## src/rtl/indexed_list_store_assert.svh

```systemverilog
// Assertion macros shared by the indexed list store modules.
`ifndef INDEXED_LIST_STORE_ASSERT_SVH
`define INDEXED_LIST_STORE_ASSERT_SVH
`ifndef SYNTHESIS
// Checks that the consequent holds in the same cycle as the antecedent.
`define ILS_ASSERT_SAME(label, ck, rn, ante, cons) \
  label: assert property (@(posedge ck) disable iff (!rn) (ante) |-> (cons)) \
    else $error("indexed_list_store: same-cycle check failed");
// Checks that the consequent holds in the cycle after the antecedent.
`define ILS_ASSERT_NEXT(label, ck, rn, ante, cons) \
  label: assert property (@(posedge ck) disable iff (!rn) (ante) |=> (cons)) \
    else $error("indexed_list_store: next-cycle check failed");
`else
`define ILS_ASSERT_SAME(label, ck, rn, ante, cons)
`define ILS_ASSERT_NEXT(label, ck, rn, ante, cons)
`endif
`endif

```

## src/rtl/ils_pkg.sv

```systemverilog
// Types and constants shared by the indexed list store modules.
package ils_pkg;

  typedef enum logic [2:0] {
    OP_READ      = 3'd0,
    OP_INS_FRONT = 3'd1,
    OP_INS_BACK  = 3'd2,
    OP_INS_AT    = 3'd3,
    OP_DELETE    = 3'd4
  } op_t;

  localparam logic [1:0] ST_DONE  = 2'd0;
  localparam logic [1:0] ST_RANGE = 2'd1;
  localparam logic [1:0] ST_FULL  = 2'd2;

  localparam logic [31:0] NO_VALUE = 32'hFFFF_FFFF;

  typedef struct packed {
    logic [2:0]         operation;
    logic [7:0]         position;
    logic signed [31:0] item_value;
  } in_item_t;

  typedef struct packed {
    logic signed [31:0] read_value;
    logic [1:0]         status;
    logic [7:0]         entry_count;
  } out_item_t;

  typedef enum logic [3:0] {
    S_IDLE,
    S_DECIDE,
    S_RD_WAIT,
    S_INS_CHK,
    S_INS_WR,
    S_DEL_CHK,
    S_DEL_WR,
    S_DONE
  } state_t;

  typedef enum logic [1:0] {
    VD_READ,
    VD_INSERT,
    VD_DELETE,
    VD_REJECT
  } verdict_t;

  typedef enum logic [1:0] {
    RD_POS,
    RD_KM1,
    RD_KP1
  } rd_sel_t;

  typedef struct packed {
    logic    load;
    logic    decide;
    logic    k_init_cnt;
    logic    k_init_pos;
    logic    rd_en;
    rd_sel_t rd_sel;
    logic    mv_wr;
    logic    put_wr;
    logic    k_dec;
    logic    k_inc;
    logic    cnt_inc;
    logic    cnt_dec;
    logic    take_read;
  } cmd_t;

  typedef struct packed {
    verdict_t verdict;
    logic     k_gt_pos;
    logic     k1_lt_cnt;
  } stat_t;

endpackage

```

## src/rtl/ils_datapath.sv

```systemverilog
// Datapath: request registers, entry memory, entry counter, walk index and result.
`include "indexed_list_store_assert.svh"

module ils_datapath #(
  parameter int CAPACITY = 16
) (
  input  logic               clk,
  input  logic               rst_n,
  input  ils_pkg::in_item_t  in_item,
  input  ils_pkg::cmd_t      cmd,
  output ils_pkg::stat_t     stat,
  output ils_pkg::out_item_t out_item
);

  localparam int AW = $clog2(CAPACITY);
  localparam int CW = $clog2(CAPACITY + 1);

  logic [2:0]    op_r;
  logic [7:0]    pos_r;
  logic [31:0]   value_r;
  logic [CW-1:0] count_r;
  logic [CW-1:0] k_r;
  logic [31:0]   rdata_r;
  logic [31:0]   read_value_r;
  logic [1:0]    status_r;

  logic [31:0]   mem [CAPACITY];

  logic [7:0]    count8;
  logic          full;
  ils_pkg::verdict_t verdict;
  logic [1:0]    code;
  logic [AW-1:0] raddr;
  logic [AW-1:0] waddr;
  logic [31:0]   wdata;
  logic          wr_en;

  assign count8 = 8'(count_r);
  assign full   = (count_r == CW'(CAPACITY));

  always_comb begin
    verdict = ils_pkg::VD_REJECT;
    code    = ils_pkg::ST_RANGE;
    unique case (op_r)
      ils_pkg::OP_READ: begin
        if (pos_r < count8) begin
          verdict = ils_pkg::VD_READ;
          code    = ils_pkg::ST_DONE;
        end
      end
      ils_pkg::OP_INS_FRONT, ils_pkg::OP_INS_BACK, ils_pkg::OP_INS_AT: begin
        // The range check takes precedence over the full check.
        if (pos_r > count8) begin
          code = ils_pkg::ST_RANGE;
        end else if (full) begin
          code = ils_pkg::ST_FULL;
        end else begin
          verdict = ils_pkg::VD_INSERT;
          code    = ils_pkg::ST_DONE;
        end
      end
      ils_pkg::OP_DELETE: begin
        if (pos_r < count8) begin
          verdict = ils_pkg::VD_DELETE;
          code    = ils_pkg::ST_DONE;
        end
      end
      default: begin
        verdict = ils_pkg::VD_REJECT;
        code    = ils_pkg::ST_RANGE;
      end
    endcase
  end

  assign stat.verdict   = verdict;
  assign stat.k_gt_pos  = (8'(k_r) > pos_r);
  assign stat.k1_lt_cnt = (({1'b0, k_r} + (CW + 1)'(1)) < {1'b0, count_r});

  always_comb begin
    unique case (cmd.rd_sel)
      ils_pkg::RD_POS: raddr = pos_r[AW-1:0];
      ils_pkg::RD_KM1: raddr = AW'(k_r - CW'(1));
      ils_pkg::RD_KP1: raddr = AW'(k_r + CW'(1));
      default:         raddr = pos_r[AW-1:0];
    endcase
  end

  assign wr_en = cmd.mv_wr | cmd.put_wr;
  assign waddr = cmd.put_wr ? pos_r[AW-1:0] : k_r[AW-1:0];
  assign wdata = cmd.put_wr ? value_r : rdata_r;

  always_ff @(posedge clk) begin
    if (wr_en) begin
      mem[waddr] <= wdata;
    end
    if (cmd.rd_en) begin
      rdata_r <= mem[raddr];
    end
  end

  always_ff @(posedge clk) begin
    if (cmd.load) begin
      op_r    <= in_item.operation;
      value_r <= in_item.item_value;
      unique case (in_item.operation)
        ils_pkg::OP_INS_FRONT: pos_r <= 8'd0;
        ils_pkg::OP_INS_BACK:  pos_r <= count8;
        default:               pos_r <= in_item.position;
      endcase
    end
    if (cmd.decide) begin
      status_r     <= code;
      read_value_r <= ils_pkg::NO_VALUE;
    end else if (cmd.take_read) begin
      read_value_r <= rdata_r;
    end
  end

  always_ff @(posedge clk) begin
    if (!rst_n) begin
      count_r <= '0;
      k_r     <= '0;
    end else begin
      if (cmd.cnt_inc) begin
        count_r <= count_r + CW'(1);
      end else if (cmd.cnt_dec) begin
        count_r <= count_r - CW'(1);
      end
      if (cmd.k_init_cnt) begin
        k_r <= count_r;
      end else if (cmd.k_init_pos) begin
        k_r <= CW'(pos_r);
      end else if (cmd.k_dec) begin
        k_r <= k_r - CW'(1);
      end else if (cmd.k_inc) begin
        k_r <= k_r + CW'(1);
      end
    end
  end

  assign out_item.read_value  = read_value_r;
  assign out_item.status      = status_r;
  assign out_item.entry_count = count8;

  `ILS_ASSERT_SAME(a_count_bound, clk, rst_n, 1'b1, count_r <= CW'(CAPACITY))
  `ILS_ASSERT_NEXT(a_count_grows, clk, rst_n, cmd.cnt_inc,
                   count_r == $past(count_r) + CW'(1))

endmodule

```

## src/rtl/ils_controller.sv

```systemverilog
// Controller: sequences the check, shift walk and result cycle of each request.
`include "indexed_list_store_assert.svh"

module ils_controller (
  input  logic           clk,
  input  logic           rst_n,
  input  logic           start,
  input  ils_pkg::stat_t stat,
  output ils_pkg::cmd_t  cmd,
  output logic           busy,
  output logic           out_strobe
);

  ils_pkg::state_t state_r;
  ils_pkg::state_t state_nxt;

  always_ff @(posedge clk) begin
    if (!rst_n) begin
      state_r <= ils_pkg::S_IDLE;
    end else begin
      state_r <= state_nxt;
    end
  end

  always_comb begin
    state_nxt = state_r;
    unique case (state_r)
      ils_pkg::S_IDLE: begin
        if (start) state_nxt = ils_pkg::S_DECIDE;
      end
      ils_pkg::S_DECIDE: begin
        unique case (stat.verdict)
          ils_pkg::VD_READ:   state_nxt = ils_pkg::S_RD_WAIT;
          ils_pkg::VD_INSERT: state_nxt = ils_pkg::S_INS_CHK;
          ils_pkg::VD_DELETE: state_nxt = ils_pkg::S_DEL_CHK;
          default:            state_nxt = ils_pkg::S_DONE;
        endcase
      end
      ils_pkg::S_RD_WAIT: state_nxt = ils_pkg::S_DONE;
      ils_pkg::S_INS_CHK: begin
        state_nxt = stat.k_gt_pos ? ils_pkg::S_INS_WR : ils_pkg::S_DONE;
      end
      ils_pkg::S_INS_WR: state_nxt = ils_pkg::S_INS_CHK;
      ils_pkg::S_DEL_CHK: begin
        state_nxt = stat.k1_lt_cnt ? ils_pkg::S_DEL_WR : ils_pkg::S_DONE;
      end
      ils_pkg::S_DEL_WR: state_nxt = ils_pkg::S_DEL_CHK;
      ils_pkg::S_DONE:   state_nxt = ils_pkg::S_IDLE;
      default:           state_nxt = ils_pkg::S_IDLE;
    endcase
  end

  always_comb begin
    cmd        = '0;
    cmd.rd_sel = ils_pkg::RD_POS;
    busy       = 1'b1;
    out_strobe = 1'b0;
    unique case (state_r)
      ils_pkg::S_IDLE: begin
        busy     = 1'b0;
        cmd.load = start;
      end
      ils_pkg::S_DECIDE: begin
        cmd.decide = 1'b1;
        unique case (stat.verdict)
          ils_pkg::VD_READ:   cmd.rd_en      = 1'b1;
          ils_pkg::VD_INSERT: cmd.k_init_cnt = 1'b1;
          ils_pkg::VD_DELETE: cmd.k_init_pos = 1'b1;
          default:            cmd.rd_en      = 1'b0;
        endcase
      end
      ils_pkg::S_RD_WAIT: cmd.take_read = 1'b1;
      ils_pkg::S_INS_CHK: begin
        // Entries at or above the insert point move up one slot, top first.
        if (stat.k_gt_pos) begin
          cmd.rd_en  = 1'b1;
          cmd.rd_sel = ils_pkg::RD_KM1;
        end else begin
          cmd.put_wr  = 1'b1;
          cmd.cnt_inc = 1'b1;
        end
      end
      ils_pkg::S_INS_WR: begin
        cmd.mv_wr = 1'b1;
        cmd.k_dec = 1'b1;
      end
      ils_pkg::S_DEL_CHK: begin
        if (stat.k1_lt_cnt) begin
          cmd.rd_en  = 1'b1;
          cmd.rd_sel = ils_pkg::RD_KP1;
        end else begin
          cmd.cnt_dec = 1'b1;
        end
      end
      ils_pkg::S_DEL_WR: begin
        cmd.mv_wr = 1'b1;
        cmd.k_inc = 1'b1;
      end
      ils_pkg::S_DONE: out_strobe = 1'b1;
      default: busy = 1'b1;
    endcase
  end

  `ILS_ASSERT_NEXT(a_strobe_single, clk, rst_n, out_strobe, !out_strobe)
  `ILS_ASSERT_NEXT(a_accept_busy, clk, rst_n, start && !busy, busy)

endmodule

```

## src/rtl/indexed_list_store.sv

```systemverilog
// Top level of the indexed list store: ordered list of signed words with a count.
//
//   Channel  Handshake           Payload
//   input    start, busy         in_item  (operation, position, item_value)
//   result   out_strobe          out_item (read_value, status, entry_count)
//
// A transaction is accepted on an edge with start high and busy low; its result is on
// out_item with out_strobe high for exactly one cycle, and the receiver cannot stall it.
// From acceptance, each request is first checked; a read then waits for the memory,
// an insert moves the entries at or above the insert point and a delete the entries
// above the deleted one, each moved entry being read and then written back.
// busy falls in the cycle after the result. rst_n is synchronous and resets count and state.
module indexed_list_store #(
  parameter int CAPACITY = 16
) (
  input  logic               clk,
  input  logic               rst_n,
  input  logic               start,
  output logic               busy,
  input  ils_pkg::in_item_t  in_item,
  output logic               out_strobe,
  output ils_pkg::out_item_t out_item
);

  ils_pkg::cmd_t  cmd;
  ils_pkg::stat_t stat;

  ils_controller u_ctrl (
    .clk        (clk),
    .rst_n      (rst_n),
    .start      (start),
    .stat       (stat),
    .cmd        (cmd),
    .busy       (busy),
    .out_strobe (out_strobe)
  );

  ils_datapath #(
    .CAPACITY (CAPACITY)
  ) u_dp (
    .clk      (clk),
    .rst_n    (rst_n),
    .in_item  (in_item),
    .cmd      (cmd),
    .stat     (stat),
    .out_item (out_item)
  );

endmodule

```

## config.mk

```make
export PLATFORM = sky130hd
export DESIGN_NAME = indexed_list_store
export DESIGN_NICKNAME = d
export VERILOG_FILES = /design/src/rtl/ils_pkg.sv /design/src/rtl/ils_datapath.sv /design/src/rtl/ils_controller.sv /design/src/rtl/indexed_list_store.sv
export VERILOG_INCLUDE_DIRS = /design/src /design/src/rtl
export SDC_FILE = /design/constraint.sdc
export NUM_CORES = 1
export LEC_CHECK = 0
export ABC_CLOCK_PERIOD_IN_PS = 7300
export BUFFER_PORTS_ARGS = -buffer_cell sky130_fd_sc_hd__clkbuf_2
export CAP_MARGIN = 25
export CORE_ASPECT_RATIO = 0.7
export CORE_MARGIN = 4
export CORE_UTILIZATION = 60
export CTS_CLUSTER_DIAMETER = 50
export CTS_CLUSTER_SIZE = 30
export DETAILED_ROUTE_END_ITERATION = 10
export GPL_TIMING_DRIVEN = 0
export PLACE_DENSITY = 0.79
export SETUP_SLACK_MARGIN = 0.5
export SLEW_MARGIN = 20
export SYNTH_ARGS = -nofsm -noshare
export SYNTH_HDL_FRONTEND = slang
export SYNTH_HIERARCHICAL = 1
export SYNTH_SLANG_ARGS = --single-unit
```

## constraint.sdc

```tcl
create_clock -name clk -period 7.3 [get_ports clk]
set_input_delay 0 -clock clk [delete_from_list [all_inputs] [get_ports clk]]
set_output_delay 0 -clock clk [all_outputs]
set_load 0.01 [all_outputs]
```

==> summary by stage <==
Yosys
The proportion of register bits with asynchronous set or reset after synthesis is 0. The average footprint of a synthesized cell is 13.8 µm². The gate count of the mapped netlist is 2,253. The post-synthesis sequential area ratio is 0.598. Yosys mapped a number of flops with a built-in enable equal to 589.

The synthesized netlist occupies a cell area of 31,100 µm². The post-synthesis sequential element count is 634. The prevailing post-synth register cell is edfxtp_1. The netlist uses 63 different library cells. The warning count from the yosys run is 6.

Worst setup path
The cell repeated most along the worst path is buf_2. STA puts the critical path data arrival time at 7020 ps. The element type at the critical path end is a flip-flop. The cell with the largest stage delay on the worst path is clkbuf_1. The critical path goes through buf_2 -> buf_2 -> buf_2 -> buf_2 -> inv_1 -> ha_1 -> nor2b_1 -> o21a_1 -> o21ai_0 -> nand2b_1 -> a21oi_1 -> a311oi_1 -> and3_4 -> inv_1 -> ha_1 -> buf_2 -> clkbuf_1 -> clkbuf_1 -> nand2_1 -> a31oi_1 -> o211ai_1. STA classifies the critical path startpoint as a flip-flop.

The worst setup path category is reg2reg. Of all nets on the critical path, the largest fanout is 10. On the worst path, the slowest cell contributes a delay of 610 ps. For the worst setup path, the data required time is 7590 ps. The worst path buffer plus inverter count is 9. The cell family contributing the most delay on the critical path is buffers and inverters.

GRT
The number of global-route vias before repair is 21.1k. The initial antenna violation count is 1. The global-route wire length before repair is 130,000 µm. Across every metal layer, demand over resource in global routing totals 0.311. Entering global routing, the biggest net connects 29 pins. The total global routing overflow is 0.

Die
The die is 280 µm wide. Measured along the y axis, the die boundary spans 198 µm. 90 I/O pins were placed. The total area inside the core boundary comes to 50,900 µm². For this configuration, the core starts out at a cell density of 0.610.

The number of core rows is 69. The die outline area is 55,500 µm².

STA
The count of endpoints failing hold in the final timing report is 0. Of the available clock period, the critical path in the final layout requires 0.922. The number of failing setup endpoints in the final timing report is 0. At the pin with the least slew margin, the transition time is 1070 ps. The clock skew after layout is 34.4 ps. The top achievable clock speed is 0.149 GHz. The tightest slew margin relative to the limit is 0.283. The clock period minus final worst setup slack is 6730 ps. The number of max-slew violations in the final report was 0.

Setup repair after global routing could not meet its margin everywhere.

Clocking
The clock network latency to the later pin of the worst-skew pair is 610 ps. The number of buffers between clock root and the deepest sink is 3. TritonCTS created 44 clock buffers. The clock slew at the register clock pins of the worst setup and hold paths is 100 ps. In this run the number of H-tree levels came out at 2.

The CTS tree is done. The number of clock sinks is 634. The tree is rooted in a clkbuf_16.

Hold path
The tightest min-delay check is of the in2reg type.

Cells and area
The proportion of layout cells with a drive suffix above 1 is 0.271. The net count of the finished layout is 2,534. 0 antenna diodes ended up in the layout. Compared with the post-synthesis result, the final layout area differs by 13.1%. Leaving out filler cells and counting taps, the final layout contains 3,176.

Routing
Detailed routing inserted a total of 21.4k vias. The post-detailed-route count of antenna-violating nets is 0. The average routed wire per standard cell is 27.7 µm. The first detailed-routing pass ran for 8 iterations. After the first detailed-routing iteration, the DRC count stood at 3,018. For this run, design rule violations remaining after detail routing come to 0. Dividing the detail-routed via count by the number of cells gives 6.75. After detailed routing, the total wire length is 88,100 µm.

Power
IR analysis of the VDD net gives a maximum drop of 0.000184 V. The power consumption is 9120 µW. The static leakage is 0.0123 µW. The ratio of total power to cell area is 260 nW/µm².

Run status
The run finished with clean final reports.

Place
The final weighted congestion in routability-driven placement is 0.911. After detailed placement, the design holds a cell count of 3,034. Summed over all nets, the half-perimeter wirelength after detailed placement is 60,000 µm. Input and output buffers added on the ports amount to 86.

Flow run
The total of max-cap violations is 0.
-- cell usage after synthesis, drive strengths merged, types with 21 or more instances --
library cell / count / area (µm²)
edfxtp: 589 / 17700
mux2: 320 / 3600
mux2i: 260 / 2610
a21oi: 152 / 761
buf: 107 / 611
o22ai: 97 / 607
nand2: 88 / 330
nor2b: 82 / 521
a211oi: 72 / 541
clkbuf: 68 / 259
nor2: 67 / 256
dfxtp: 45 / 901
a31oi: 41 / 257
nor3: 38 / 190
o211ai: 33 / 253
a211o: 32 / 280
a22oi: 32 / 390
inv: 22 / 82.6
ha: 21 / 263
-- worst reg2reg max path: stages (launching register included) --
cell	delay, ps
edfxtp_1	410
buf_2	350
buf_2	480
buf_2	450
buf_2	450
inv_1	150
ha_1	320
nor2b_1	130
o21a_1	110
o21ai_0	70
nand2b_1	80
a21oi_1	60
a311oi_1	510
and3_4	320
inv_1	50
ha_1	350
buf_2	340
clkbuf_1	540
clkbuf_1	610
nand2_1	150
a31oi_1	320
o211ai_1	190
-- routing by layer --
metal / share of wire / wire length, µm / vias up / track usage
li1: - / - / 9225 / -
met1: 0.40 / 35200 / 10700 / 0.447
met2: 0.45 / 39700 / 1329 / 0.483
met3: 0.11 / 10100 / 196 / 0.0562
met4: 0.035 / 3130 / 0 / 0.111
met5: 0 / 0 / - / 0
-- cells by family (layout without fill, tap and decap cells) --
kind of cell,Yosys count,after routing,synth area share
other,1,3,0.000121
multiplexers,580,580,0.200
AO/OA/AOI/OAI,494,494,0.108
AND/OR/NAND/NOR,313,313,0.0506
XOR/XNOR,11,11,0.00310
flip-flops,634,634,0.598
adder cells (fa/ha/maj),22,22,0.00910
buffers and inverters,198,445,0.0308
-- where the power goes --
| part | switching, µW | internal [µW] |
|---|---|---|
| Sequential | 110 | 4280 |
| Combinational | 1240 | 780 |
| Clock | 1390 | 1320 |
| Total | 2740 | 6380 |
-- layout by cell type, fill, tap and decap left out, drive strengths merged, types with 42 or more instances in the layout --
cell type    count
a211oi          72
a21oi          152
buf            133
clkbuf         206
dfxtp           45
dlygate4sd3     49
edfxtp         589
inv             42
mux2           320
mux2i          260
nand2           88
nor2            67
nor2b           82
o22ai           97
-- flip-flops by register name (all words and copies together), names as in the netlist --
signal             count
u_ctrl/state_r         3
u_dp/count_r           5
u_dp/k_r               5
u_dp/mem             512
u_dp/op_r              3
u_dp/pos_r             8
u_dp/rdata_r          32
u_dp/read_value_r     32
u_dp/status_r          2
u_dp/value_r          32
-- final timing paths --
check / from / end / slack (ps) / depth (start not counted)
max reg2reg: u_dp/pos_r[1]$_DFFE_PP_ / u_dp/rdata_r[1]$_DFFE_PP_ / 570 / 21
min reg2reg: u_dp/rdata_r[5]$_DFFE_PP_ / u_dp/read_value_r[5]$_SDFFE_PP1P_ / 460 / 1
min: in_item[2] / u_dp/value_r[2]$_DFFE_PP_ / 100 / 2
max: u_dp/pos_r[1]$_DFFE_PP_ / u_dp/rdata_r[1]$_DFFE_PP_ / 570 / 21
-- final cells by class --
class | instances | area, µm²
Inverter | 23 | 86.3
Tap cell | 674 | 843
Timing Repair Buffer | 165 | 1510
Clock buffer | 48 | 1140
Multi-Input combinational cell | 1423 | 11700
Sequential cell | 634 | 18600
Buffer | 175 | 888
Clock inverter | 34 | 425
Fill cell | 3402 | 15800
-- what timing repair did --
action / CTS / global route
endpoints found under the hold margin: 69 / 0
hold buffers: 49 / 0
gates resized for setup: 0 / 23
setup endpoints to repair: 0 / 108
setup buffers: 0 / 11
-- through the flow --
step | TNS (ps) | cell area [µm²] | setup slack, ps | util | hold WS (ps)
2_1_floorplan | 0 | 31100 | 2110 | - | 98.9
3_3_place_gp | -277470 | 32400 | -1190 | 0.635 | 177
3_5_place_dp | 0 | 32900 | 690 | 0.647 | 179
4_1_cts | 0 | 35000 | 687 | 0.687 | 84.6
5_1_grt | 0 | 35200 | 466 | 0.690 | 107
6_report | 0 | 35200 | 567 | 0.690 | 97.4
No activity file was read; power rests on OpenSTA's default activity.
